==> src/rtl/pid_controller_clamped_assert.svh <==
// Assertion macros shared by the PID controller RTL.
`ifndef PID_CONTROLLER_CLAMPED_ASSERT_SVH
`define PID_CONTROLLER_CLAMPED_ASSERT_SVH

// Same-cycle implication, checked on every rising edge outside reset.
`define PCC_ASSERT_HOLDS(label, clk, rst_n, ante, cons) \
  label: assert property (@(posedge clk) disable iff (!rst_n) (ante) |-> (cons)) \
    else $error("pid_controller_clamped: assertion failed");

// Next-cycle implication, checked on every rising edge outside reset.
`define PCC_ASSERT_NEXT(label, clk, rst_n, ante, cons) \
  label: assert property (@(posedge clk) disable iff (!rst_n) (ante) |=> (cons)) \
    else $error("pid_controller_clamped: assertion failed");

`endif

==> src/rtl/pcc_pkg.sv <==
// Shared constants, types and width helpers for the PID controller.
package pcc_pkg;

  localparam int GainWidth    = 24;
  localparam int LimitWidth   = 31;
  localparam int DriveWidth   = 32;
  localparam int SumWidth     = 32;
  localparam int CfgIdxWidth  = 3;
  localparam int CfgDataWidth = 32;

  localparam logic [CfgIdxWidth-1:0] RegPropGain    = 3'd0;
  localparam logic [CfgIdxWidth-1:0] RegIntegGain   = 3'd1;
  localparam logic [CfgIdxWidth-1:0] RegDerivGain   = 3'd2;
  localparam logic [CfgIdxWidth-1:0] RegIntegLimit  = 3'd3;
  localparam logic [CfgIdxWidth-1:0] RegOutputLimit = 3'd4;

  typedef struct packed {
    logic integ_clamped;
    logic output_clamped;
  } pcc_flags_t;

  // Width that holds P + I + D without overflow for a given sample width.
  function automatic int pcc_total_width(int sample_width);
    int widest;
    widest = (sample_width + 2 > SumWidth) ? sample_width + 2 : SumWidth;
    return GainWidth + widest + 2;
  endfunction

endpackage

==> src/rtl/pcc_combine.sv <==
// Integral term clamp and summation of the three terms.
module pcc_combine #(
  parameter int SAMPLE_WIDTH = 16
) (
  input  logic                                   clk_i,
  input  logic                                   load_i,
  input  logic signed [pcc_pkg::GainWidth+SAMPLE_WIDTH:0]   p_i,
  input  logic signed [pcc_pkg::GainWidth+pcc_pkg::SumWidth-1:0] i_i,
  input  logic signed [pcc_pkg::GainWidth+SAMPLE_WIDTH+1:0] d_i,
  input  logic        [pcc_pkg::LimitWidth-1:0]  integ_limit_i,
  output logic signed [pcc_pkg::pcc_total_width(SAMPLE_WIDTH)-1:0] total_o,
  output logic                                   integ_hit_o
);

  localparam int TotWidth = pcc_pkg::pcc_total_width(SAMPLE_WIDTH);

  logic signed [TotWidth-1:0] i_ext;
  logic signed [TotWidth-1:0] lim;
  logic signed [TotWidth-1:0] i_clamped;
  logic                       integ_hit;
  logic signed [TotWidth-1:0] total;

  logic signed [TotWidth-1:0] total_q;
  logic                       integ_hit_q;

  assign i_ext = TotWidth'(i_i);
  assign lim   = TotWidth'({1'b0, integ_limit_i});

  // A zero limit leaves the integral term untouched.
  always_comb begin
    i_clamped = i_ext;
    integ_hit = 1'b0;
    if (integ_limit_i != '0) begin
      if (i_ext > lim) begin
        i_clamped = lim;
        integ_hit = 1'b1;
      end else if (i_ext < -lim) begin
        i_clamped = -lim;
        integ_hit = 1'b1;
      end
    end
  end

  assign total = TotWidth'(p_i) + i_clamped + TotWidth'(d_i);

  always_ff @(posedge clk_i) begin
    if (load_i) begin
      total_q     <= total;
      integ_hit_q <= integ_hit;
    end
  end

  assign total_o     = total_q;
  assign integ_hit_o = integ_hit_q;

endmodule

==> config.mk <==
export PLATFORM = sky130hd
export DESIGN_NAME = pcc_combine
export DESIGN_NICKNAME = d
export VERILOG_FILES = /design/src/rtl/pid_controller_clamped_assert.svh /design/src/rtl/pcc_pkg.sv /design/src/rtl/pcc_combine.sv
export SDC_FILE = /design/constraint.sdc
export NUM_CORES = 1
export LEC_CHECK = 0
export ABC_AREA = 1
export BUFFER_PORTS_ARGS = -buffer_cell sky130_fd_sc_hd__buf_4
export CAP_MARGIN = 20
export CORE_UTILIZATION = 50
export CTS_BUF_LIST = sky130_fd_sc_hd__clkbuf_4 sky130_fd_sc_hd__clkbuf_8 sky130_fd_sc_hd__clkbuf_16
export CTS_CLUSTER_SIZE = 25
export DETAILED_ROUTE_END_ITERATION = 10
export PLACE_DENSITY = 0.84
export SLEW_MARGIN = 20
export SYNTH_ARGS = -nofsm -noshare
export SYNTH_HDL_FRONTEND = slang
export SYNTH_SLANG_ARGS = --single-unit
==> constraint.sdc <==
create_clock -name clk_i -period 9.9 [get_ports clk_i]
set_input_delay 0.99 -clock clk_i [delete_from_list [all_inputs] [get_ports clk_i]]
set_output_delay 0.99 -clock clk_i [all_outputs]
set_load 0.005 [all_outputs]
==> results.md <==
* Outcome: finished with violations
* Failing checks: DRC
* CTS Buffer Depth at 2
* Wire length per cell at 18.6 um
* Synth warn at 0
* Depth of the worst hold-timing path at 2
* Count leader, synth: nand2_1
* Post-route ant nets at 0
* TritonCTS Buffers at 9
* H-tree level count at 3
* Via count at 11600
* DRT Wirelength at 37700 um
* Initial DRC count at 982
* Post-synthesis sequential element count at 59
* HP Class: primary input to flip-flop
* Final-report setup violation count at 0
* Post-placement cell count at 2004
* Ranking of synthesized cells by area: ha_1 (17%), edfxtp_1 (16%), fa_1 (11%), nand2_1 (10%), inv_1 (7.7%)
* Clk root buf: clkbuf_16
* Most frequent cells after synthesis: nand2_1 (294), inv_1 (228), ha_1 (146), nor2_1 (146), a21oi_1 (109)
* Crit path largest cell delay at 0.74 ns
* DR vias/cell at 5.72
* CTS Hold Buffers Added at 0
* Die Ht at 151 um
* Avg Cell Area, Syn at 7.29 um^2
* Static leakage at 6.55 nW
* Netlist Area Pre-Place at 11100 um^2
* Post-route setup TNS at 0 ns
* Initial antenna violation count at 2
* Syn Nets at 1892
* Post-synth top flop: edfxtp_1
* Layout fillers at 2039
* Slew margin rel. at 0.373
* Peak VDD IR at 90.3 uV
* Total gr overflow at 0
* Die width at 151 um
* Proportion of netlist area held by the largest area contributor at 0.165
* Gr usage total at 0.336
* Final Util at 0.611
* Largest net degree at the start of global routing at 60
* Cells resized by post-CTS repair at 0
* Port buffer count at 230
* Number of global-route vias before repair at 10900
* Layout cells sized above 1 at 0.179
* Die area at 22700 um^2
* Post-route minimum period at 8.46 ns
* Startpoint types: primary input
* Multi-input logic area at 8230 um^2
* CP max FO at 43
* Core ar. at 21800 um^2
* Sequential share of the synthesized area at 0.160
* Largest area contributor in the netlist: ha_1
* Post-synth EDFFs at 59
* DR DRC count at 3
* Crit Path Class: primary input to flip-flop
* Area grow syn2layout at 20.3%
* First-pass GRT wire length at 58000 um
* Starting Density at 0.508
* # IOs at 231
* Most used cell along the critical path: nand2_1
* Post-synthesis async set-or-reset flop share at 0
* Power Total at 1.84 mW
* Register Area at 1770 um^2
* RSZ-0062 raised after global routing: false
* Final HPWL DP at 32300 um
* Reg clk slew, reported paths at 0.06 ns
* Max-Cap Viols at 0
* Final hold vios at 0
* Final Instance Area at 13300 um^2
* Power per cell area at 138 nW/um^2
* WP data arrival at 8.60 ns
* Final Cycle Share at 0.855
* Worst Path Required at 10.04 ns
* Setup Buffers After CTS at 0
* CTS tree: done
* Unique cell type count in the Yosys netlist at 63
* Drt pass-1 iters at 9
* NumNets Final at 2112
* Fin cells at 2023
* Row count at 54
* Critical path endpoint category: flip-flop
* Placed cell area at 13000 um^2
* Max frequency at 118 MHz
* Slew @ Worst Pin at 0.940 ns
* Slowest library cell on the worst path: inv_2
* Final Slew Violations at 0
* Gpl congestion at 1.05
* Clock sinks at 59
* Mapped Cells at 1516
-- cell usage in the layout, fill, tap and decap left out, types with 22 or more instances in the layout --
master / n
xor2_1: 56
inv_1: 228
fa_1: 58
nand2_1: 294
ha_1: 146
nor2_1: 146
nand3_1: 50
buf_4: 230
nand4_1: 22
o21ai_0: 81
nor3_1: 42
a21oi_1: 109
edfxtp_1: 59
-- critical path, delay by kind of cell --
kind	cells	cell delay, ns
buffers and inverters	5	1.21
AOI/OAI and AO/OA	8	1.30
xor gates and xnor gates	1	0.28
adders and majority gates	5	1.77
and+or+nand+nor	20	3.00
-- metrics by stage --
stage          hold slack [ns]  setup slack (ns)
5_1_grt                  0.990             0.890
3_5_place_dp              1.34              1.26
2_1_floorplan             1.10              3.43
4_1_cts                  0.990              1.58
6_report                 0.983              1.44
3_3_place_gp              1.33              1.44
-- layer usage --
layer	routed length, um	up-vias	GRT usage
li1	-	5532	-
met5	0	-	0
met2	16900	604	0.536
met4	1260	0	0.123
met3	3430	85	0.0467
met1	16100	5356	0.462
-- logic make-up after synthesis --
group                    after synthesis  share of synthesized area
adder cells (fa/ha/maj)              204                      0.270
XOR/XNOR                              75                     0.0601
buffers and inverters                264                     0.0949
AND/OR/NAND/NOR                      612                      0.252
AO/OA/AOI/OAI                        302                      0.162
flip-flops                            59                      0.160
-- sequential cells by signal, summed over array words and instances (netlist names) --
name	count
total_o	58
integ_hit_o	1
-- worst paths after layout --
path,slack (ns),endpoint,start
hold / removal,0.98,total_o[0]$_DFFE_PP_,d_i[0]
setup / recovery,1.44,total_o[21]$_DFFE_PP_,integ_limit_i[1]
-- report_power, final --
part,switching (mW),internal (mW)
combinational,0.678,0.445
clock,0.115,0.173
sequential,0.0258,0.403
total,0.818,1.02
-- final cells by class --
cell class / instances / share of cell area
multi-input cells: 1193 / 0.619
clock buffers: 11 / 0.0181
diodes: 2 / 0.000377
repair buffers: 231 / 0.132
flip-flops and latches: 59 / 0.133
well taps: 280 / 0.0264
inverters: 242 / 0.0683
clock inverters: 5 / 0.00226
Power figures use the tool's default switching activity.
