$ cat config.mk
export PLATFORM = sky130hd
export DESIGN_NAME = pcc_mult
export DESIGN_NICKNAME = d
export VERILOG_FILES = /design/src/rtl/pid_controller_clamped_assert.svh /design/src/rtl/pcc_pkg.sv /design/src/rtl/pcc_mult.sv
export SDC_FILE = /design/constraint.sdc
export NUM_CORES = 2
export LEC_CHECK = 0
export BUFFER_PORTS_ARGS = -buffer_cell sky130_fd_sc_hd__buf_2
export CAP_MARGIN = 25
export CORE_ASPECT_RATIO = 0.75
export CORE_MARGIN = 8
export CORE_UTILIZATION = 45
export CTS_BUF_LIST = sky130_fd_sc_hd__clkbuf_16
export CTS_CLUSTER_SIZE = 28
export DETAILED_ROUTE_END_ITERATION = 12
export GPL_TIMING_DRIVEN = 0
export PLACE_DENSITY = 0.74
export SLEW_MARGIN = 20
export SYNTH_ARGS = -nofsm -noshare
export SYNTH_HDL_FRONTEND = slang
export SYNTH_SLANG_ARGS = --single-unit
$ cat constraint.sdc
create_clock -name clk_i -period 8.25 [get_ports clk_i]
set_clock_uncertainty 0.1 [all_clocks]
set_input_delay 1.65 -clock clk_i [delete_from_list [all_inputs] [get_ports clk_i]]
set_output_delay 1.65 -clock clk_i [all_outputs]
set_load 0.05 [all_outputs]
$ cat src/rtl/pid_controller_clamped_assert.svh
// Assertion macros shared by the PID controller RTL.
`ifndef PID_CONTROLLER_CLAMPED_ASSERT_SVH
`define PID_CONTROLLER_CLAMPED_ASSERT_SVH

// Same-cycle implication, checked on every rising edge outside reset.
`define PCC_ASSERT_HOLDS(label, clk, rst_n, ante, cons) \
  label: assert property (@(posedge clk) disable iff (!rst_n) (ante) |-> (cons)) \
    else $error("pid_controller_clamped: assertion failed");

// Next-cycle implication, checked on every rising edge outside reset.
`define PCC_ASSERT_NEXT(label, clk, rst_n, ante, cons) \
  label: assert property (@(posedge clk) disable iff (!rst_n) (ante) |=> (cons)) \
    else $error("pid_controller_clamped: assertion failed");

`endif

$ cat src/rtl/pcc_pkg.sv
// Shared constants, types and width helpers for the PID controller.
package pcc_pkg;

  localparam int GainWidth    = 24;
  localparam int LimitWidth   = 31;
  localparam int DriveWidth   = 32;
  localparam int SumWidth     = 32;
  localparam int CfgIdxWidth  = 3;
  localparam int CfgDataWidth = 32;

  localparam logic [CfgIdxWidth-1:0] RegPropGain    = 3'd0;
  localparam logic [CfgIdxWidth-1:0] RegIntegGain   = 3'd1;
  localparam logic [CfgIdxWidth-1:0] RegDerivGain   = 3'd2;
  localparam logic [CfgIdxWidth-1:0] RegIntegLimit  = 3'd3;
  localparam logic [CfgIdxWidth-1:0] RegOutputLimit = 3'd4;

  typedef struct packed {
    logic integ_clamped;
    logic output_clamped;
  } pcc_flags_t;

  // Width that holds P + I + D without overflow for a given sample width.
  function automatic int pcc_total_width(int sample_width);
    int widest;
    widest = (sample_width + 2 > SumWidth) ? sample_width + 2 : SumWidth;
    return GainWidth + widest + 2;
  endfunction

endpackage

$ cat src/rtl/pcc_mult.sv
// Gain multiplication stage: three parallel products, each scaled down by the fraction bits.
module pcc_mult #(
  parameter int SAMPLE_WIDTH   = 16,
  parameter int GAIN_FRAC_BITS = 12
) (
  input  logic                                   clk_i,
  input  logic                                   load_i,
  input  logic signed [SAMPLE_WIDTH:0]           err_i,
  input  logic signed [pcc_pkg::SumWidth-1:0]    sum_i,
  input  logic signed [SAMPLE_WIDTH+1:0]         derr_i,
  input  logic signed [pcc_pkg::GainWidth-1:0]   kp_i,
  input  logic signed [pcc_pkg::GainWidth-1:0]   ki_i,
  input  logic signed [pcc_pkg::GainWidth-1:0]   kd_i,
  output logic signed [pcc_pkg::GainWidth+SAMPLE_WIDTH:0]   p_o,
  output logic signed [pcc_pkg::GainWidth+pcc_pkg::SumWidth-1:0] i_o,
  output logic signed [pcc_pkg::GainWidth+SAMPLE_WIDTH+1:0] d_o
);

  localparam int PWidth = pcc_pkg::GainWidth + SAMPLE_WIDTH + 1;
  localparam int IWidth = pcc_pkg::GainWidth + pcc_pkg::SumWidth;
  localparam int DWidth = pcc_pkg::GainWidth + SAMPLE_WIDTH + 2;

  logic signed [PWidth-1:0] p_full;
  logic signed [IWidth-1:0] i_full;
  logic signed [DWidth-1:0] d_full;

  logic signed [PWidth-1:0] p_q;
  logic signed [IWidth-1:0] i_q;
  logic signed [DWidth-1:0] d_q;

  // Operands are sign extended to the product width, so the low bits are exact.
  assign p_full = PWidth'(kp_i) * PWidth'(err_i);
  assign i_full = IWidth'(ki_i) * IWidth'(sum_i);
  assign d_full = DWidth'(kd_i) * DWidth'(derr_i);

  always_ff @(posedge clk_i) begin
    if (load_i) begin
      p_q <= p_full >>> GAIN_FRAC_BITS;
      i_q <= i_full >>> GAIN_FRAC_BITS;
      d_q <= d_full >>> GAIN_FRAC_BITS;
    end
  end

  assign p_o = p_q;
  assign i_o = i_q;
  assign d_o = d_q;

endmodule

==> results.ini <==
[run_status]
status = finished, violations left
failed_checks = negative setup slack

[hold_path]
whs_endpoint = d_o[0]
hold_class = input pin to register
min_from = load_i
hold-path-cell-count = 1

[detailed_routing]
routed_via_density = 5.22
vias = 43200
drt_iter0_drc = 3813
drt_pass1_iterations = 6
ant_nets = 0
drc_errors = 0
routed_wl_um = 178000
wl_per_cell_um = 21.5

[final_layout]
final_design_area_no_fill_um2 = 64900
finish.utilization_pct = 50.3
final_layout_size_suffix_gt1_share_pct = 11.4
area_delta_synth_final_pct = 10.6
finalNetCount = 8608

[placed_design]
portBuffers = 262
dp.final_hpwl_um = 152000
gp_congestion = 0.987
post_dp_cell_area_um2 = 62200

[die]
die_h_um = 329
fp.dieW_um = 433
pin_count = 280
rows = 114
start_util_pct = 45.5
coreArea_um2 = 129000
die_area_um2 = 142000

[global_route]
grt_pass1_wl_um = 277000
grt_pass1_vias = 47100
grt_remaining_overflow = 0
grt_max_degree = 64
grt_usage_pct = 25.5
antenna_found_initial = 11

[logic_synthesis]
syn_area_per_cell_um2 = 9.46
synth.cell_area_um2 = 58700
ys_seq_elements = 103
synth_cell_type_count = 70
synth_ff_type = edfxtp_1
yosys_warnings = 0
syn_nets = 8289
yosysTopAreaCellShare_pct = 54.8
synth_cells = 6201
post-synth-top-count-cell = inv_1
ys_async_sr_fraction_pct = 0
synth.yosys.seq_area_share_pct = 5.27
synth_edf_count = 103
yosys.area.top_type = fa_1
synth.top_cells.by_count = 1,612 x inv_1, 1,606 x fa_1, 917 x nand2_1
synth_area_leaders = fa_1 55%, inv_1 10%, ha_1 7.3%, and2_1 6.9%, nand2_1 5.9%

[sta]
min_period_ns = 8.26
setup_viol = 1
slew_violations = 0
fmax_mhz = 121
fin_crit_sh_pct = 100
grt_setup_unrepaired = true
slew_headroom_pct = 43.9
tightest_slew_ns = 0.841
finalSetupTns_ns = -0.00569
hold_viol = 0
setup_ws_ns = -0.00569

[clocking]
htreeDepth = 3
clk_pin_slew_ns = 0.11
postCtsHoldBufs = 0
clock_path_buffers = 2
cts_buffers = 9
cts.sinks = 103
cts_tree = built
root_buffer = clkbuf_16

[worst_setup_path]
path_class = input pin to register
crit_start = sum_i[23]
critPathRequiredTime_ns = 8.30
end_kind = register
crit_fanout = 10
startpoint_type = input pin
cp.arrival_ns = 8.31

[job]
drv_cap = 0

## per-stage QoR
step	hold slack [ns]	std cells	worst slack, ns
detailed placement	2.00	8204	-1.87
floorplan	1.66	6201	0.0640
global placement	2.09	8203	-2.19
finish	1.53	8273	-0.00569
global route	1.53	8271	-0.108
CTS	1.50	8239	-0.0172
## metal layers
layer | up-vias | part of all wire [%] | track usage, %
met5 | - | 0.056 | 0
met3 | 339 | 12 | 8.13
li1 | 18300 | - | -
met4 | 7 | 3.5 | 7.87
met1 | 22200 | 40 | 35.5
met2 | 2351 | 44 | 38.3
## cell families (layout without fill, tap and decap cells)
group                    count (synthesis)  in the layout  share of synthesized area, %
XOR/XNOR                               120            120                          1.79
AND/OR/NAND/NOR                       1843           1843                          15.3
AO/OA/AOI/OAI                          260            260                          3.05
multiplexers                             1              1                        0.0171
adder cells (fa/ha/maj)               1947           1947                          62.1
other                                    0              8                             0
flip-flops                             103            103                          5.27
buffers and inverters                 1927           2251                          12.6
## worst max-delay path, stage by stage
cell	delay (ns)
buf_2	0.26
clkbuf_8	0.26
nand2_1	0.10
fa_1	0.53
fa_1	0.56
inv_1	0.05
fa_1	0.49
fa_2	0.66
fa_1	0.47
fa_1	0.50
inv_1	0.05
fa_1	0.56
inv_1	0.09
ha_2	0.33
a21o_2	0.31
a21oi_1	0.19
nor2b_1	0.06
o211ai_1	0.27
and2_1	0.19
o31ai_2	0.08
a21boi_2	0.31
o21ai_2	0.13
xor2_2	0.18
## state kept, by name, indices dropped and copies added, names as in the netlist
signal,count
i_o,44
d_o,30
p_o,29
## repair_timing
action	4_1_cts	5_1_grt
gates cloned	1	2
gates resized for setup	404	347
setup endpoints to repair	52	40
pin swaps	32	68
buffers inserted	28	33
## worst max-delay path by stage
stage / end / slack, ns / cells past startpoint
after floorplan: i_o[41] / 0.06 / 21
after global placement: i_o[38] / -2.19 / 24
after detailed placement: i_o[43] / -1.87 / 21
after CTS: i_o[43] / -0.02 / 24
after global routing: i_o[40] / -0.11 / 26
final: i_o[38] / -0.006 / 23
## final cells by class
cell class	instances	area, um^2
clock inverter	7	66.3
clock buffer	9	225
timing repair buffer	326	2040
inverter	1613	6080
antenna	8	20.0
buffer	296	2360
fill	11800	64200
multi-input combinational	4171	48900
tap	1740	2180
sequential	103	3090
## layout by cell type (no fill, tap or decap), types with 87 or more instances in the layout
cell,n
inv_1,1597
fa_1,1573
nand2_1,913
and2_1,643
ha_1,317
buf_2,241
buf_4,121
nor2_1,104
edfxtp_1,103
clkbuf_2,96
xnor2_1,87
Power is not shown: default switching activity piles up to over one toggle a cycle in this logic, so the estimate is an artifact.
