===== config.mk =====
export PLATFORM = sky130hd
export DESIGN_NAME = pcc_front
export DESIGN_NICKNAME = d
export VERILOG_FILES = /design/src/rtl/pid_controller_clamped_assert.svh /design/src/rtl/pcc_pkg.sv /design/src/rtl/pcc_front.sv
export SDC_FILE = /design/constraint.sdc
export NUM_CORES = 1
export LEC_CHECK = 0
export BUFFER_PORTS_ARGS = -buffer_cell sky130_fd_sc_hd__buf_2
export CELL_PAD_IN_SITES_DETAIL_PLACEMENT = 0
export CELL_PAD_IN_SITES_GLOBAL_PLACEMENT = 1
export CORE_UTILIZATION = 41
export CTS_CLUSTER_SIZE = 20
export DETAILED_ROUTE_END_ITERATION = 16
export PLACE_DENSITY_LB_ADDON = 0.12
export SYNTH_ARGS = -nofsm -noshare
export SYNTH_HDL_FRONTEND = slang
export SYNTH_SLANG_ARGS = --single-unit

===== constraint.sdc =====
create_clock -name clk_i -period 3 [get_ports clk_i]
set_input_delay 0.15 -clock clk_i [delete_from_list [all_inputs] [get_ports clk_i]]
set_output_delay 0.15 -clock clk_i [all_outputs]
set_load 0.01 [all_outputs]

===== src/rtl/pid_controller_clamped_assert.svh =====
// Assertion macros shared by the PID controller RTL.
`ifndef PID_CONTROLLER_CLAMPED_ASSERT_SVH
`define PID_CONTROLLER_CLAMPED_ASSERT_SVH

// Same-cycle implication, checked on every rising edge outside reset.
`define PCC_ASSERT_HOLDS(label, clk, rst_n, ante, cons) \
  label: assert property (@(posedge clk) disable iff (!rst_n) (ante) |-> (cons)) \
    else $error("pid_controller_clamped: assertion failed");

// Next-cycle implication, checked on every rising edge outside reset.
`define PCC_ASSERT_NEXT(label, clk, rst_n, ante, cons) \
  label: assert property (@(posedge clk) disable iff (!rst_n) (ante) |=> (cons)) \
    else $error("pid_controller_clamped: assertion failed");

`endif


===== src/rtl/pcc_pkg.sv =====
// Shared constants, types and width helpers for the PID controller.
package pcc_pkg;

  localparam int GainWidth    = 24;
  localparam int LimitWidth   = 31;
  localparam int DriveWidth   = 32;
  localparam int SumWidth     = 32;
  localparam int CfgIdxWidth  = 3;
  localparam int CfgDataWidth = 32;

  localparam logic [CfgIdxWidth-1:0] RegPropGain    = 3'd0;
  localparam logic [CfgIdxWidth-1:0] RegIntegGain   = 3'd1;
  localparam logic [CfgIdxWidth-1:0] RegDerivGain   = 3'd2;
  localparam logic [CfgIdxWidth-1:0] RegIntegLimit  = 3'd3;
  localparam logic [CfgIdxWidth-1:0] RegOutputLimit = 3'd4;

  typedef struct packed {
    logic integ_clamped;
    logic output_clamped;
  } pcc_flags_t;

  // Width that holds P + I + D without overflow for a given sample width.
  function automatic int pcc_total_width(int sample_width);
    int widest;
    widest = (sample_width + 2 > SumWidth) ? sample_width + 2 : SumWidth;
    return GainWidth + widest + 2;
  endfunction

endpackage


===== src/rtl/pcc_front.sv =====
// Error formation, saturating error accumulator and error difference stage.
module pcc_front #(
  parameter int SAMPLE_WIDTH = 16
) (
  input  logic                           clk_i,
  input  logic                           rst_ni,
  input  logic                           accept_i,
  input  logic                           load_i,
  input  logic signed [SAMPLE_WIDTH-1:0] target_i,
  input  logic signed [SAMPLE_WIDTH-1:0] measured_i,
  output logic signed [SAMPLE_WIDTH:0]   err_o,
  output logic signed [pcc_pkg::SumWidth-1:0] sum_o,
  output logic signed [SAMPLE_WIDTH+1:0] derr_o
);

  localparam int ErrWidth  = SAMPLE_WIDTH + 1;
  localparam int DerrWidth = SAMPLE_WIDTH + 2;
  localparam int AccWidth  =
    ((ErrWidth > pcc_pkg::SumWidth) ? ErrWidth : pcc_pkg::SumWidth) + 1;

  localparam logic signed [AccWidth-1:0] AccMax =
    {{(AccWidth - pcc_pkg::SumWidth + 1){1'b0}}, {(pcc_pkg::SumWidth-1){1'b1}}};
  localparam logic signed [AccWidth-1:0] AccMin =
    {{(AccWidth - pcc_pkg::SumWidth + 1){1'b1}}, {(pcc_pkg::SumWidth-1){1'b0}}};

  logic signed [ErrWidth-1:0]          err;
  logic signed [AccWidth-1:0]          acc_wide;
  logic signed [pcc_pkg::SumWidth-1:0] sum_sat;
  logic signed [DerrWidth-1:0]         derr;

  logic signed [pcc_pkg::SumWidth-1:0] error_sum_q;
  logic signed [ErrWidth-1:0]          last_error_q;
  logic signed [ErrWidth-1:0]          err_q;
  logic signed [pcc_pkg::SumWidth-1:0] sum_q;
  logic signed [DerrWidth-1:0]         derr_q;

  assign err      = ErrWidth'(target_i) - ErrWidth'(measured_i);
  assign acc_wide = AccWidth'(error_sum_q) + AccWidth'(err);
  assign derr     = DerrWidth'(err) - DerrWidth'(last_error_q);

  // The accumulator sticks at whichever 32-bit bound it would pass.
  always_comb begin
    if (acc_wide > AccMax) begin
      sum_sat = AccMax[pcc_pkg::SumWidth-1:0];
    end else if (acc_wide < AccMin) begin
      sum_sat = AccMin[pcc_pkg::SumWidth-1:0];
    end else begin
      sum_sat = acc_wide[pcc_pkg::SumWidth-1:0];
    end
  end

  always_ff @(posedge clk_i or negedge rst_ni) begin
    if (!rst_ni) begin
      error_sum_q  <= '0;
      last_error_q <= '0;
    end else if (accept_i) begin
      error_sum_q  <= sum_sat;
      last_error_q <= err;
    end
  end

  always_ff @(posedge clk_i) begin
    if (load_i) begin
      err_q  <= err;
      sum_q  <= sum_sat;
      derr_q <= derr;
    end
  end

  assign err_o  = err_q;
  assign sum_o  = sum_q;
  assign derr_o = derr_q;

endmodule


==> run metrics <==
status finished with violations; violated checks setup timing; vias per inst 5.262; initial antenna violation count 0; final worst-path cycle share 136.8%; Reg clk slew, reported paths 50 ps; GP Congestion 0.8758; CTS tree done; layout cell share with drive strength beyond 1 51.94%; first-pass GRT wire length 36130 µm; Peak VDD IR 0.7069 mV; antenna-violating nets left 0; post-synthesis cell type count 60; synthesis-to-layout area growth 64.03%; top post-synthesis cells by area edfxtp_1 (27%), dfrtp_1 (16%), ha_1 (11%); DRT Pass-1 Iters 4; clock tree buffer depth 2; Critical Path RT 3290 ps; most common cell after layout, fill and taps aside buf_4; final worst slack -1105 ps; IO Pins 103; DP Wirelength 16540 µm; Iter 0 DRT Violations 360; sw frac 39.49%; CP arrival 4400 ps; Internal 9492 µW; type of the worst setup path input pin to flop; Post-synth top flop edfxtp_1; WL per Instance 17.69 µm; RSZ-0062 raised after global routing true; type of origin of the critical path input pin; clock power share 12.3%; WP buf/inv 8; Die X 137.9 µm; Worst Clk Skew 7.952 ps; Slew Viols, Final 0; root buf cell clkbuf_16; dominant cell type by area after synthesis edfxtp_1; FF+latch count, synth 116; setup tns final -67110 ps; crit-path leading delay family compound AO/OA/AOI/OAI gates; area of the die 0.01901 mm²; htree depth 4; EDFF count, synth 67; CP Max Fanout 8; gr usage total 25.16%; Leak 0.005642 µW; final hold vios 0; register share of total power 19.2%; Yosys Warn Count 0; Comb pwr share 68.5%; # setup viols final 71; pwr/cell area 1264 mW/mm²; CP endpoint kind flop; Slew HR 43.43%; commonest cells after routing, fill and taps aside buf_4 (222), buf_2 (100), edfxtp_1 (67), inv_1 (59), dfrtp_1 (49); sequential cell area fraction in the yosys report 42.78%; post-synthesis instance area 0.007569 mm²; Placement Setup Slack -1882 ps; post-synth net total 871; hold slack final 222.7 ps; nets@finish 1228; Diodes inserted 0; Mean Syn Cell Area 9.881 µm²; Fmax achieved 243.6 MHz; largest net degree at the start of global routing 50; FFs w/ async S/R, synth 42.24%; area of the core 0.01802 mm²; Initial Util 41.99%; Gate Count Post-Synth 766; Port Buffers 102; Routed Wire Length 24110 µm; critical path's slowest cell fa_2; fill count 1380; Max-cap violations 0; grt ovf 0; Crit path largest cell delay 370 ps; sequential cell area 0.003238 mm²; clk sinks 116; row count 49; chip height 137.9 µm; via count 7172; number of global-route vias before repair 7413; multi-input logic area 0.005315 mm²; clock period minus final worst setup slack 4105 ps; Tightest Pin Transition 848.5 ps; top-area cell type share of the netlist area 26.58%; Num CTS Buffers 17; clock latency at the later pin of the worst-skew pair 410 ps; Hold WC Path Type input pin to flop; drt drc 0; Switching Power 6195 µW
-- worst reg2reg max path, cell delays in order (launching register included) --
cell,delay (ps)
dfrtp_1,360
ha_1,190
inv_1,60
fa_1,410
nand2b_1,190
a21oi_1,310
o41ai_4,140
a211oi_2,250
o211ai_1,190
o21a_2,280
a22o_4,250
buf_6,120
or3_4,350
a31oi_1,180
-- cell usage after synthesis, types with 17 or more instances --
library cell  count
edfxtp_1         67
ha_1             66
inv_1            62
nand2_1          62
a21oi_1          51
nor2_1           51
dfrtp_1          49
o21ai_0          39
xnor2_1          31
mux2_2           27
a21o_1           24
nand3_1          21
o21ai_1          20
nor3_1           19
a31oi_1          17
-- flip-flops by register name, summed over array words and instances, names as in the netlist --
name / cells
err_o: 17
last_error_q: 17
error_sum_q: 32
derr_o: 18
sum_o: 32
-- metal layers --
metal  wire, µm  track usage [%]  up-vias
met5          0                0        -
met4        603            9.239        0
met3        806            4.459       36
met2      12390            45.83      137
met1      10310            29.26     3491
li1           -                -     3508
-- power by group through the flow --
stage,registers (µW),clock network [µW],logic (µW)
floorplan,3090,0,4270
global placement,2960,0,7530
detailed placement,2980,0,7700
CTS,3010,1970,9550
global route,3070,2030,11500
finish,3010,1930,10700
-- kinds of logic (layout without fill, tap and decap cells) --
group | Yosys count | count (layout) | share of synthesized area (%)
AO/OA/AOI/OAI | 215 | 216 | 18.73
AND/OR/NAND/NOR | 203 | 203 | 12.46
flip-flops | 116 | 116 | 42.78
buffers and inverters | 87 | 454 | 4.579
adder cells (fa/ha/maj) | 69 | 69 | 11.70
XOR/XNOR | 46 | 46 | 5.323
multiplexers | 30 | 30 | 4.414
-- per-stage QoR --
step | cells | total power, µW | utilization [%] | instance area [µm²]
2_1_floorplan | 766 | 7358 | - | 7772
3_3_place_gp | 1285 | 10500 | 55.71 | 10040
3_5_place_dp | 1285 | 10680 | 55.71 | 10040
4_1_cts | 1346 | 14530 | 65.45 | 11800
5_1_grt | 1363 | 16640 | 68.87 | 12410
6_report | 1363 | 15690 | 68.87 | 12410
-- what timing repair did --
action	CTS	global route
endpoints found under the setup margin	71	73
setup buffers	28	12
cloned	3	6
hold buffers	1	0
pin swaps	76	61
hold endpoints to repair	49	0
gates resized for setup	169	74
-- final cells by class --
class / count / share of cell area (%)
well taps: 229 / 2.308
repair buffers: 361 / 22.35
multi-input cells: 564 / 42.81
clock buffers: 19 / 3.568
inverters: 63 / 1.965
flip-flops and latches: 116 / 26.08
clock inverters: 11 / 0.9071
-- worst paths after layout --
kind / startpoint / end / slack (ps) / cells after the start
max in group asynchronous: rst_ni / error_sum_q[6] / 2130 / 3
worst max-delay path: target_i[0] / error_sum_q[21] / -1100 / 27
worst min-delay path: measured_i[1] / last_error_q[1] / 220 / 3
worst max register to register: error_sum_q[0] / error_sum_q[28] / -360 / 13
worst min register to register: last_error_q[13] / last_error_q[13] / 510 / 1
min in group asynchronous: rst_ni / error_sum_q[20] / 400 / 3
No activity file was read; power rests on OpenSTA's default activity.
