**src/rtl/pid_controller_clamped_assert.svh**
```systemverilog
// Assertion macros shared by the PID controller RTL.
`ifndef PID_CONTROLLER_CLAMPED_ASSERT_SVH
`define PID_CONTROLLER_CLAMPED_ASSERT_SVH

// Same-cycle implication, checked on every rising edge outside reset.
`define PCC_ASSERT_HOLDS(label, clk, rst_n, ante, cons) \
  label: assert property (@(posedge clk) disable iff (!rst_n) (ante) |-> (cons)) \
    else $error("pid_controller_clamped: assertion failed");

// Next-cycle implication, checked on every rising edge outside reset.
`define PCC_ASSERT_NEXT(label, clk, rst_n, ante, cons) \
  label: assert property (@(posedge clk) disable iff (!rst_n) (ante) |=> (cons)) \
    else $error("pid_controller_clamped: assertion failed");

`endif

```
**src/rtl/pcc_pkg.sv**
```systemverilog
// Shared constants, types and width helpers for the PID controller.
package pcc_pkg;

  localparam int GainWidth    = 24;
  localparam int LimitWidth   = 31;
  localparam int DriveWidth   = 32;
  localparam int SumWidth     = 32;
  localparam int CfgIdxWidth  = 3;
  localparam int CfgDataWidth = 32;

  localparam logic [CfgIdxWidth-1:0] RegPropGain    = 3'd0;
  localparam logic [CfgIdxWidth-1:0] RegIntegGain   = 3'd1;
  localparam logic [CfgIdxWidth-1:0] RegDerivGain   = 3'd2;
  localparam logic [CfgIdxWidth-1:0] RegIntegLimit  = 3'd3;
  localparam logic [CfgIdxWidth-1:0] RegOutputLimit = 3'd4;

  typedef struct packed {
    logic integ_clamped;
    logic output_clamped;
  } pcc_flags_t;

  // Width that holds P + I + D without overflow for a given sample width.
  function automatic int pcc_total_width(int sample_width);
    int widest;
    widest = (sample_width + 2 > SumWidth) ? sample_width + 2 : SumWidth;
    return GainWidth + widest + 2;
  endfunction

endpackage

```
**src/rtl/pcc_limit.sv**
```systemverilog
// Output clamp, 32-bit saturation and result register.
module pcc_limit #(
  parameter int SAMPLE_WIDTH = 16
) (
  input  logic                                   clk_i,
  input  logic                                   load_i,
  input  logic signed [pcc_pkg::pcc_total_width(SAMPLE_WIDTH)-1:0] total_i,
  input  logic                                   integ_hit_i,
  input  logic        [pcc_pkg::LimitWidth-1:0]  output_limit_i,
  output logic signed [pcc_pkg::DriveWidth-1:0]  drive_o,
  output pcc_pkg::pcc_flags_t                    flags_o
);

  localparam int TotWidth = pcc_pkg::pcc_total_width(SAMPLE_WIDTH);

  localparam logic signed [TotWidth-1:0] TotMax =
    {{(TotWidth - pcc_pkg::DriveWidth + 1){1'b0}}, {(pcc_pkg::DriveWidth-1){1'b1}}};
  localparam logic signed [TotWidth-1:0] TotMin =
    {{(TotWidth - pcc_pkg::DriveWidth + 1){1'b1}}, {(pcc_pkg::DriveWidth-1){1'b0}}};

  logic signed [TotWidth-1:0]            lim;
  logic signed [TotWidth-1:0]            neg_lim;
  logic signed [pcc_pkg::DriveWidth-1:0] drive;
  logic                                  out_hit;

  logic signed [pcc_pkg::DriveWidth-1:0] drive_q;
  pcc_pkg::pcc_flags_t                   flags_q;

  assign lim     = TotWidth'({1'b0, output_limit_i});
  assign neg_lim = -lim;

  // With a nonzero limit the clamped value always fits in 32 bits, so the
  // saturation only acts when the limit is off.
  always_comb begin
    drive   = total_i[pcc_pkg::DriveWidth-1:0];
    out_hit = 1'b0;
    if (output_limit_i != '0) begin
      if (total_i > lim) begin
        drive   = lim[pcc_pkg::DriveWidth-1:0];
        out_hit = 1'b1;
      end else if (total_i < neg_lim) begin
        drive   = neg_lim[pcc_pkg::DriveWidth-1:0];
        out_hit = 1'b1;
      end
    end else if (total_i > TotMax) begin
      drive   = TotMax[pcc_pkg::DriveWidth-1:0];
      out_hit = 1'b1;
    end else if (total_i < TotMin) begin
      drive   = TotMin[pcc_pkg::DriveWidth-1:0];
      out_hit = 1'b1;
    end
  end

  always_ff @(posedge clk_i) begin
    if (load_i) begin
      drive_q                <= drive;
      flags_q.integ_clamped  <= integ_hit_i;
      flags_q.output_clamped <= out_hit;
    end
  end

  assign drive_o = drive_q;
  assign flags_o = flags_q;

endmodule

```
**config.mk**
```make
export PLATFORM = sky130hd
export DESIGN_NAME = pcc_limit
export DESIGN_NICKNAME = d
export VERILOG_FILES = /design/src/rtl/pid_controller_clamped_assert.svh /design/src/rtl/pcc_pkg.sv /design/src/rtl/pcc_limit.sv
export SDC_FILE = /design/constraint.sdc
export NUM_CORES = 1
export LEC_CHECK = 0
export BUFFER_PORTS_ARGS = -buffer_cell sky130_fd_sc_hd__buf_4
export CAP_MARGIN = 15
export CELL_PAD_IN_SITES_DETAIL_PLACEMENT = 1
export CELL_PAD_IN_SITES_GLOBAL_PLACEMENT = 2
export CORE_MARGIN = 2
export CORE_UTILIZATION = 33
export CTS_CLUSTER_SIZE = 28
export DETAILED_ROUTE_END_ITERATION = 8
export GPL_TIMING_DRIVEN = 0
export HOLD_SLACK_MARGIN = 0.1
export PLACE_DENSITY_LB_ADDON = 0.1
export SYNTH_ARGS = -nofsm -noshare
export SYNTH_HDL_FRONTEND = slang
export SYNTH_SLANG_ARGS = --single-unit
export TNS_END_PERCENT = 1
```
**constraint.sdc**
```tcl
create_clock -name clk_i -period 5.99 [get_ports clk_i]
set_clock_uncertainty 0.05 [all_clocks]
set_input_delay 0 -clock clk_i [delete_from_list [all_inputs] [get_ports clk_i]]
set_output_delay 0 -clock clk_i [all_outputs]
set_load 0.03 [all_outputs]
```
==> results.sh, run 1 <==
export IMPL_top_usage_layer="met2"
export IMPL_cts_buffer_depth=2
export IMPL_wl_per_cell_um=20.3
export IMPL_grt_max_degree=35
export IMPL_placed_cells=943
export IMPL_rows=46
export IMPL_ys_flop_type="edfxtp_1"
export IMPL_worst_pin_slew_ns=1.04
export IMPL_finish_utilization=0.454
export IMPL_port_buffers=123
export IMPL_drive_gt1_frac=0.238
export IMPL_cts_buffers_inserted=5
export IMPL_synth_top_area_frac=0.208
export IMPL_fin_area_um2=7160
export IMPL_gp_congestion=0.891
export IMPL_power_density_nw_per_um2=156
export IMPL_netlist_area_um2=5280
export IMPL_drt_iter0_markers=289
export IMPL_io_pins=126
export IMPL_yosysWarnings=0
export IMPL_synth_edf_count=34
export IMPL_die_w_um=131
export IMPL_vias_per_cell=5.56
export IMPL_placed_area_um2=6470
export IMPL_fin_nets=961
export IMPL_clock_sinks=34
export IMPL_ys_top_cells_by_area="ha_1 (21%), edfxtp_1 (19%), o221ai_2 (5.7%)"
export IMPL_period_needed_ns=5.71
export IMPL_setup_viol=0
export IMPL_synth_seq_cells=34
export IMPL_met2_usage=0.423
export IMPL_async_flop_share=0
export IMPL_holdPathEnd="drive_o[1]$_DFFE_PP_"
export IMPL_worstPathMaxFanout=10
export IMPL_cts_max_level=2
export IMPL_ys_seq_area_frac=0.193
export IMPL_drc_errors=0
export IMPL_arrival_ns=5.70
export IMPL_fmax_mhz=175
export IMPL_cp_slowest_cell="or4_2"
export IMPL_max_cap_violations=0
export IMPL_critical_path_buf_inv_count=4
export IMPL_die_area_um2=17000
export IMPL_dp_hpwl_um=16000
export IMPL_grt_util_met1=0.319
export IMPL_met3_usage=0.0305
export IMPL_num_fill_cells=1935
export IMPL_outcome="finished, final reports clean"
export IMPL_startpoint_type="input pin"
export IMPL_ir_drop_v=0.000106
export IMPL_grt_pass1_wl_um=31400
export IMPL_grtUsageTotal=0.242
export IMPL_path_clk_slew_ns=0.07
export IMPL_vias=5547
export IMPL_synth_cells=604
export IMPL_hold_violations=0
export IMPL_fin_crit_sh=0.953
export IMPL_diodes=0
export IMPL_worstPathRequired_ns=5.98
export IMPL_min_path_cells=3
export IMPL_wirelength_um=20200
export IMPL_final_cells=998
export IMPL_endpoint_kind="flop"
export IMPL_die_height_um=131
export IMPL_total_power_mw=1.12
export IMPL_firstDrtPassIters=4
export IMPL_setup_tns_ns=0
export IMPL_avgSynthCellArea_um2=8.74
export IMPL_cp_cell_sequence="dlygate4sd3_1 > buf_4 > nor2_1 > nand2_1 > nor2_1 > nand4_1 > clkbuf_1 > nor3_1 > ha_1 > nand4_1 > or4_2 > nor3_1 > nand4_1 > a311oi_2 > nor3_4 > xnor2_4 > a22oi_2 > buf_6 > o221ai_2"
export IMPL_cts_tree="built"
export IMPL_ant_nets=0
export IMPL_grt_pass1_vias=5820
export IMPL_postSynthNetCount=784
export IMPL_power_leakage_nw=3.26
export IMPL_core_area_um2=15800
export IMPL_relSlewSlack=0.302
export IMPL_ys_types=72
export IMPL_crit_type="input pin to flop"
export IMPL_root_buffer="clkbuf_16"
export IMPL_min_delay_start="output_limit_i[1]"
export IMPL_slowest_delay_ns=0.71
export IMPL_grt_ovfl_total=0
export IMPL_cp_common_cell="nand4_1"
export IMPL_yosysTopAreaCell="ha_1"
export IMPL_area_growth_pct=35.6
export IMPL_grt_setup_unrepaired="false"
export IMPL_drv_slew=0
export IMPL_crit_family="simple AND/OR/NAND/NOR gates"
export IMPL_start_util=0.335
export IMPL_min_path_type="input pin to flop"
export IMPL_antenna_found_initial=0
-- layout make-up --
type / instances / area, um^2 / share of cell area
Sequential cell: 34 / 1020 / 0.143
Buffer: 21 / 136 / 0.0190
Clock buffer: 5 / 125 / 0.0175
Clock inverter: 3 / 68.8 / 0.00961
Tap cell: 216 / 270 / 0.0377
Inverter: 66 / 248 / 0.0346
Multi-Input combinational cell: 483 / 3900 / 0.544
Timing Repair Buffer: 170 / 1390 / 0.195
-- what timing repair did --
item | 4_1_cts | 5_1_grt
endpoints found under the hold margin | 26 | 0
gates resized for setup | 0 | 3
hold buffers | 47 | 0
endpoints found under the setup margin | 0 | 21
setup buffers | 0 | 0
-- logic make-up after synthesis --
logic type | synth area share
fa+ha+maj | 0.208
simple gates | 0.220
mux | 0.0154
xor+xnor | 0.0595
compound gates | 0.231
flops | 0.193
buf+inv | 0.0727
-- tightest hold or removal path, cell delays in order --
cell,delay [ns]
buf_4,0.09
nor2_1,0.05
a221oi_2,0.18
-- registers in the layout, summed over array words and instances (netlist names) --
signal   cells
drive_o     32
flags_o      2
-- power by group --
group / switching, mW / internal [mW] / total, mW / leakage, nW
Combinational: 0.259 / 0.191 / 0.450 / 2.84
Sequential: 0.00745 / 0.294 / 0.302 / 0.332
Clock: 0.125 / 0.240 / 0.365 / 0.0940
-- cell usage after synthesis, drive strengths merged (15+ instances only) --
cell / n
and3: 20
nor3: 25
o21ai: 21
inv: 66
clkbuf: 15
o221ai: 23
xnor2: 28
a21o: 15
ha: 88
nand2: 36
nor2: 29
edfxtp: 34
nand4: 34
nor4: 17
nand3: 17
a21oi: 44
-- per-stage QoR --
stage / hold WS (ns) / worst slack [ns]
after floorplan: 0.0489 / 1.64
after global placement: 0.130 / -0.129
after detailed placement: 0.130 / -0.132
after CTS: 0.106 / 0.149
after global routing: 0.130 / 0.0229
final: 0.115 / 0.282
-- metal layers --
metal  wire, um  up-vias
met1       9570     2718
met3        694       20
li1           -     2689
met4        263        0
met5          0        -
met2       9720      120
-- cell usage in the layout (no fill, tap or decap), types with 3 or more instances in the layout --
cell / n
a211oi_1: 6
a21o_1: 15
nand3_1: 17
nand2_1: 33
o311ai_1: 4
o211ai_1: 4
xnor2_1: 26
and3_1: 18
clkbuf_1: 13
o31ai_1: 4
buf_4: 123
o21a_1: 3
nor4_1: 14
a21oi_1: 44
o21ai_0: 19
and4_1: 4
a31oi_1: 8
o221ai_2: 20
edfxtp_1: 34
ha_1: 88
clkbuf_16: 5
nor3_1: 23
inv_1: 66
dlygate4sd3_1: 47
o221ai_1: 3
mux2i_1: 7
nand4_1: 33
buf_6: 5
or3_1: 3
nor2_1: 28
-- worst max path at each step --
stage / startpoint / to / slack (ns) / cells past startpoint
2_1_floorplan: output_limit_i[1] / drive_o[25]$_DFFE_PP_ / 1.64 / 18
3_3_place_gp: output_limit_i[4] / drive_o[12]$_DFFE_PP_ / -0.13 / 18
3_5_place_dp: output_limit_i[4] / drive_o[12]$_DFFE_PP_ / -0.13 / 18
4_1_cts: output_limit_i[14] / drive_o[23]$_DFFE_PP_ / 0.15 / 19
5_1_grt: output_limit_i[12] / drive_o[24]$_DFFE_PP_ / 0.02 / 19
6_report: output_limit_i[12] / drive_o[12]$_DFFE_PP_ / 0.28 / 19
(Power assumes the default switching activity.)
==> run 2: changes to the inputs <==
--- a/config.mk
+++ b/config.mk
@@ -5,12 +5,13 @@
 export SDC_FILE = /design/constraint.sdc
 export NUM_CORES = 1
 export LEC_CHECK = 0
+export ABC_AREA = 1
 export BUFFER_PORTS_ARGS = -buffer_cell sky130_fd_sc_hd__buf_4
 export CAP_MARGIN = 15
 export CELL_PAD_IN_SITES_DETAIL_PLACEMENT = 1
 export CELL_PAD_IN_SITES_GLOBAL_PLACEMENT = 2
 export CORE_MARGIN = 2
-export CORE_UTILIZATION = 33
+export CORE_UTILIZATION = 31
 export CTS_CLUSTER_SIZE = 28
 export DETAILED_ROUTE_END_ITERATION = 8
 export GPL_TIMING_DRIVEN = 0
==> run 2 against run 1 <==
Clock-buffer cell count unchanged. Via count up 5.0%. Die area increased by 8.9%. Critical path type unchanged.
==> results.sh, run 2 <==
export IMPL_outcome="finished, final reports clean"
export IMPL_ant_nets=0
export IMPL_endpoint_kind="flop"
export IMPL_finish_utilization=0.414
export IMPL_root_buffer="clkbuf_16"
export IMPL_setup_viol=0
export IMPL_synth_seq_cells=34
export IMPL_yosys_mux_area_fraction=0
export IMPL_wl_per_cell_um=18.3
export IMPL_worst_pin_slew_ns=0.834
export IMPL_internal_power_mw=0.610
export IMPL_io_pins=126
export IMPL_pwr_share_clk=0.287
export IMPL_ir_drop_v=0.0000984
export IMPL_core_area_um2=17200
export IMPL_fin_crit_sh=0.924
export IMPL_postSynthNetCount=905
export IMPL_ys_flop_type="edfxtp_1"
export IMPL_firstDrtPassIters=4
export IMPL_power_leakage_nw=3.34
export IMPL_crit_type="input pin to flop"
export IMPL_relSlewSlack=0.444
export IMPL_grt_max_degree=35
export IMPL_die_height_um=136
export IMPL_synth_top_area_frac=0.203
export IMPL_diodes=0
export IMPL_port_buffers=125
export IMPL_drt_iter0_markers=191
export IMPL_drive_gt1_frac=0.261
export IMPL_avgSynthCellArea_um2=7.47
export IMPL_setup_tns_ns=0
export IMPL_grt_pass1_vias=6054
export IMPL_final_common_cell="buf_4"
export IMPL_wirelength_um=20400
export IMPL_largest_reg_flops=32
export IMPL_area_growth_pct=31.2
export IMPL_synthAdderAreaFrac=0.203
export IMPL_min_path_type="input pin to flop"
export IMPL_synth_top_family_by_area="simple AND/OR/NAND/NOR gates"
export IMPL_cp_slowest_cell="dlygate4sd3_1"
export IMPL_gp_congestion=0.836
export IMPL_startpoint_type="input pin"
export IMPL_worstPathRequired_ns=5.98
export IMPL_cts_buffer_depth=2
export IMPL_antenna_found_initial=0
export IMPL_grt_pass1_wl_um=32100
export IMPL_async_flop_share=0
export IMPL_arrival_ns=5.53
export IMPL_cp_common_cell="nor2_1"
export IMPL_drv_slew=0
export IMPL_yosysWarnings=0
export IMPL_seqPwrFrac=0.299
export IMPL_clock_sinks=34
export IMPL_grtUsageTotal=0.223
export IMPL_ys_top_cells_by_area="ha_1 (20%), edfxtp_1 (19%), nand2_1 (7.0%)"
export IMPL_final_cells=1115
export IMPL_fin_nets=1069
export IMPL_switching_share=0.383
export IMPL_hold_violations=0
export IMPL_max_cap_violations=0
export IMPL_critical_path_buf_inv_count=7
export IMPL_die_area_um2=18600
export IMPL_cts_tree="built"
export IMPL_slowest_delay_ns=0.56
export IMPL_layout_common_cells="buf_4 (129), nand2_1 (101), ha_1 (88), inv_1 (81), nor2_1 (75)"
export IMPL_die_w_um=136
export IMPL_dp_hpwl_um=16500
export IMPL_synth_simple_area_share=0.279
export IMPL_netlist_area_um2=5420
export IMPL_period_needed_ns=5.53
export IMPL_combPwrFrac=0.414
export IMPL_synthTopCellsByCount="nand2_1 (101), ha_1 (88), inv_1 (81), nor2_1 (75), nand3_1 (57)"
export IMPL_path_clk_slew_ns=0.06
export IMPL_placed_cells=1075
export IMPL_ys_seq_area_frac=0.188
export IMPL_vias_per_cell=5.23
export IMPL_worstPathMaxFanout=10
export IMPL_synth_compound_area_frac=0.210
export IMPL_start_util=0.315
export IMPL_total_power_mw=0.989
export IMPL_yosysMostFrequentCell="nand2_1"
export IMPL_yosysTopAreaCell="ha_1"
export IMPL_cts_buffers_inserted=5
export IMPL_cts_max_level=2
export IMPL_rows=48
export IMPL_grt_ovfl_total=0
export IMPL_synth_edf_count=34
export IMPL_drc_errors=0
export IMPL_synth_xor_area_frac=0.0388
export IMPL_ys_types=43
export IMPL_synth_cells=725
export IMPL_power_density_nw_per_um2=139
export IMPL_vias=5827
export IMPL_fmax_mhz=181
export IMPL_crit_family="simple AND/OR/NAND/NOR gates"
export IMPL_p_sw_mw=0.379
## run 2: cell count changes in the layout (fill, tap and decap cells not counted), sizes merged, moves of 22 or more
cell	delta
nand2	+87
nand3	+42
nor2	+55
o21ai	+28
o21bai	+22
o221ai	-22
xnor2	-28
xor2	+23
## run 2: timing repair
item | CTS | global route
hold buffers | 29 | 0
setup endpoints to repair | 0 | 1
buffers inserted | 0 | 3
gates resized for setup | 0 | 6
endpoints found under the hold margin | 28 | 0
## run 2: area by class of cell
cell class	count	area, um^2
inverter	83	312
buffer	20	124
multi-input combinational	588	3980
clock buffer	5	125
sequential	34	1020
tap	225	282
fill	2156	10100
clock inverter	3	16.3
timing repair buffer	157	1250
## run 2: cell families after synthesis
| family | Yosys count |
|---|---|
| simple gates | 317 |
| compound gates | 159 |
| buf+inv | 103 |
| fa+ha+maj | 88 |
| flops | 34 |
| xor+xnor | 24 |
## run 2: worst paths after layout
kind,end,slack [ns],cells past startpoint,startpoint
worst max-delay path,drive_o[1]$_DFFE_PP_,0.46,30,output_limit_i[0]
worst min-delay path,drive_o[31]$_DFFE_PP_,0.1,3,total_i[57]
## run 2: power by group through the flow
stage	clock network (mW)	registers, mW	logic [mW]
final	0.284	0.296	0.410
after global placement	0	0.300	0.387
after global routing	0.293	0.298	0.452
after CTS	0.287	0.296	0.412
after floorplan	0	0.348	0.175
after detailed placement	0	0.301	0.395
## run 2: per-layer routing
metal / global-route usage / wire length (um) / vias to the layer above
li1: - / - / 2892
met3: 0.0246 / 599 / 16
met5: 0 / 0 / -
met4: 0.0422 / 208 / 0
met1: 0.306 / 9990 / 2818
met2: 0.379 / 9610 / 101
## run 2: through the flow
| stage | area [um^2] | hold WS, ns | worst slack, ns |
|---|---|---|---|
| final | 7110 | 0.0998 | 0.456 |
| after global routing | 7110 | 0.136 | -0.0130 |
| after CTS | 7070 | 0.125 | 0.254 |
| after detailed placement | 6640 | 0.129 | 0.925 |
| after global placement | 6640 | 0.131 | 1.09 |
| after floorplan | 5420 | 0.0489 | 2.36 |
==> run 3: changes to the inputs <==
--- a/config.mk
+++ b/config.mk
@@ -8,15 +8,13 @@
 export ABC_AREA = 1
 export BUFFER_PORTS_ARGS = -buffer_cell sky130_fd_sc_hd__buf_4
 export CAP_MARGIN = 15
-export CELL_PAD_IN_SITES_DETAIL_PLACEMENT = 1
-export CELL_PAD_IN_SITES_GLOBAL_PLACEMENT = 2
 export CORE_MARGIN = 2
-export CORE_UTILIZATION = 31
+export CORE_UTILIZATION = 56
 export CTS_CLUSTER_SIZE = 28
 export DETAILED_ROUTE_END_ITERATION = 8
 export GPL_TIMING_DRIVEN = 0
 export HOLD_SLACK_MARGIN = 0.1
-export PLACE_DENSITY_LB_ADDON = 0.1
+export PLACE_DENSITY = 0.83
 export SYNTH_ARGS = -nofsm -noshare
 export SYNTH_HDL_FRONTEND = slang
 export SYNTH_SLANG_ARGS = --single-unit
==> run 3 against run 2 <==
Routed wire length decreased by 14%. Design area decreased by 2.9%. Total power decreased by 10%. Clock power decreased by 36%. Die area decreased by 44%. Global-route usage increased by 11 points. Highest routed layer unchanged. Maximum frequency increased by 0.93%. Core utilization increased by 33 points. Final cell count decreased by 8.8%. Sequential cell count unchanged. Combinational power about the same. Sequential power about the same.
==> results.sh, run 3 (synthesis results as in run 2) <==
export IMPL_outcome="finished, final reports clean"
export IMPL_internal_power_mw=0.538
export IMPL_period_needed_ns=5.48
export IMPL_cts_tree="built"
export IMPL_final_common_cell="buf_4"
export IMPL_hold_violations=0
export IMPL_io_pins=126
export IMPL_crit_path_start="output_limit_i[0]"
export IMPL_arrival_ns=5.48
export IMPL_port_buffers=125
export IMPL_ir_drop_v=0.0000862
export IMPL_firstDrtPassIters=5
export IMPL_fin_ws_ns=0.507
export IMPL_slowest_delay_ns=0.56
export IMPL_start_util=0.581
export IMPL_grtUsageTotal=0.332
export IMPL_cts_buffers_inserted=5
export IMPL_die_area_um2=10500
export IMPL_drive_gt1_frac=0.255
export IMPL_vias_per_cell=5.86
export IMPL_root_buffer="clkbuf_8"
export IMPL_finish_utilization=0.740
export IMPL_startpoint_type="input pin"
export IMPL_clock_sinks=34
export IMPL_path_clk_slew_ns=0.08
export IMPL_wirelength_um=17600
export IMPL_grt_max_degree=35
export IMPL_setup_worst_path_end="drive_o[1]$_DFFE_PP_"
export IMPL_drt_iter0_markers=496
export IMPL_core_area_um2=9330
export IMPL_seqPwrFrac=0.334
export IMPL_ant_nets=0
export IMPL_vias=5957
export IMPL_place_ws_ns=1.31
export IMPL_grt_pass1_wl_um=27400
export IMPL_grt_setup_unrepaired="false"
export IMPL_die_height_um=102
export IMPL_combPwrFrac=0.459
export IMPL_dp_hpwl_um=13700
export IMPL_crit_type="input pin to flop"
export IMPL_cp_slowest_cell="dlygate4sd3_1"
export IMPL_setup_viol=0
export IMPL_wl_per_cell_um=17.3
export IMPL_min_path_type="input pin to flop"
export IMPL_worstPathMaxFanout=10
export IMPL_endpoint_kind="flop"
export IMPL_area_growth_pct=27.4
export IMPL_antenna_found_initial=0
export IMPL_switching_share=0.394
export IMPL_num_fill_cells=768
export IMPL_max_cap_violations=0
export IMPL_largest_reg_flops=32
export IMPL_drv_slew=0
export IMPL_ctsResizeCount=0
export IMPL_hold_worst_slack_ns=0.121
export IMPL_postCtsSetupRepairBufs=0
export IMPL_grt_pass1_vias=5736
export IMPL_worst_pin_slew_ns=0.725
export IMPL_relSlewSlack=0.514
export IMPL_cts_max_level=2
export IMPL_p_sw_mw=0.349
export IMPL_pwr_share_clk=0.207
export IMPL_grt_ovfl_total=0
export IMPL_postCtsHoldBufs=30
export IMPL_power_density_nw_per_um2=128
export IMPL_gp_congestion=0.971
export IMPL_diodes=0
export IMPL_rows=35
export IMPL_power_leakage_nw=3.30
export IMPL_fin_crit_sh=0.915
export IMPL_worstPathRequired_ns=5.99
export IMPL_cp_common_cell="nor2_1"
export IMPL_setup_tns_ns=0
export IMPL_die_w_um=102
export IMPL_fmax_mhz=182
export IMPL_layout_common_cells="buf_4 (126), nand2_1 (101), ha_1 (88), inv_1 (81), nor2_1 (75)"
export IMPL_fin_nets=1067
export IMPL_drc_errors=0
export IMPL_cts_buffer_depth=2
run 3: stage by stage:
stage / total power, mW / cells / cell area (um^2)
after global routing: 0.936 / 1017 / 6900
final: 0.887 / 1017 / 6900
after floorplan: 0.522 / 725 / 5420
after detailed placement: 0.684 / 979 / 6520
after CTS: 0.881 / 1017 / 6900
after global placement: 0.674 / 979 / 6520
run 3: power by group through the flow:
stage          clock (mW)  combinational, mW  sequential (mW)
3_5_place_dp            0              0.384            0.301
6_report            0.183              0.407            0.296
4_1_cts             0.184              0.401            0.296
5_1_grt             0.194              0.443            0.299
3_3_place_gp            0              0.374            0.300
2_1_floorplan           0              0.175            0.348
run 3: area by class of cell:
cell class                 instances  area [um^2]  share of cell area
buffer                            20          123              0.0178
clock buffer                       5         68.8             0.00997
clock inverter                     3         16.3             0.00236
inverter                          83          312              0.0451
multi-input combinational        588         3960               0.574
sequential                        34         1020               0.148
tap                              129          161              0.0234
timing repair buffer             155         1240               0.179
run 3: worst max-delay path, delay by kind of cell:
| kind | cells | cell delay (ns) |
|---|---|---|
| AND/OR/NAND/NOR | 14 | 2.13 |
| AO/OA/AOI/OAI | 8 | 1.11 |
| adder cells (fa/ha/maj) | 1 | 0.26 |
| buffers and inverters | 7 | 1.96 |
run 3: worst min path at each step:
stage                     start              endpoint  slack, ns  cells after the start
CTS                  total_i[0]  drive_o[0]$_DFFE_PP_       0.11                      5
finish               total_i[0]  drive_o[0]$_DFFE_PP_       0.12                      5
global placement    integ_hit_i  flags_o[1]$_DFFE_PP_       0.13                      1
floorplan           integ_hit_i  flags_o[1]$_DFFE_PP_       0.05                      0
global route         total_i[0]  drive_o[0]$_DFFE_PP_       0.13                      5
detailed placement  integ_hit_i  flags_o[1]$_DFFE_PP_       0.13                      1
run 3: metal layers:
| metal | up-vias | track usage | share of wire |
|---|---|---|---|
| met5 | - | 0 | 0 |
| met4 | 0 | 0.117 | 0.021 |
| met3 | 42 | 0.0356 | 0.076 |
| met2 | 287 | 0.565 | 0.47 |
| met1 | 2746 | 0.438 | 0.43 |
| li1 | 2882 | - | - |
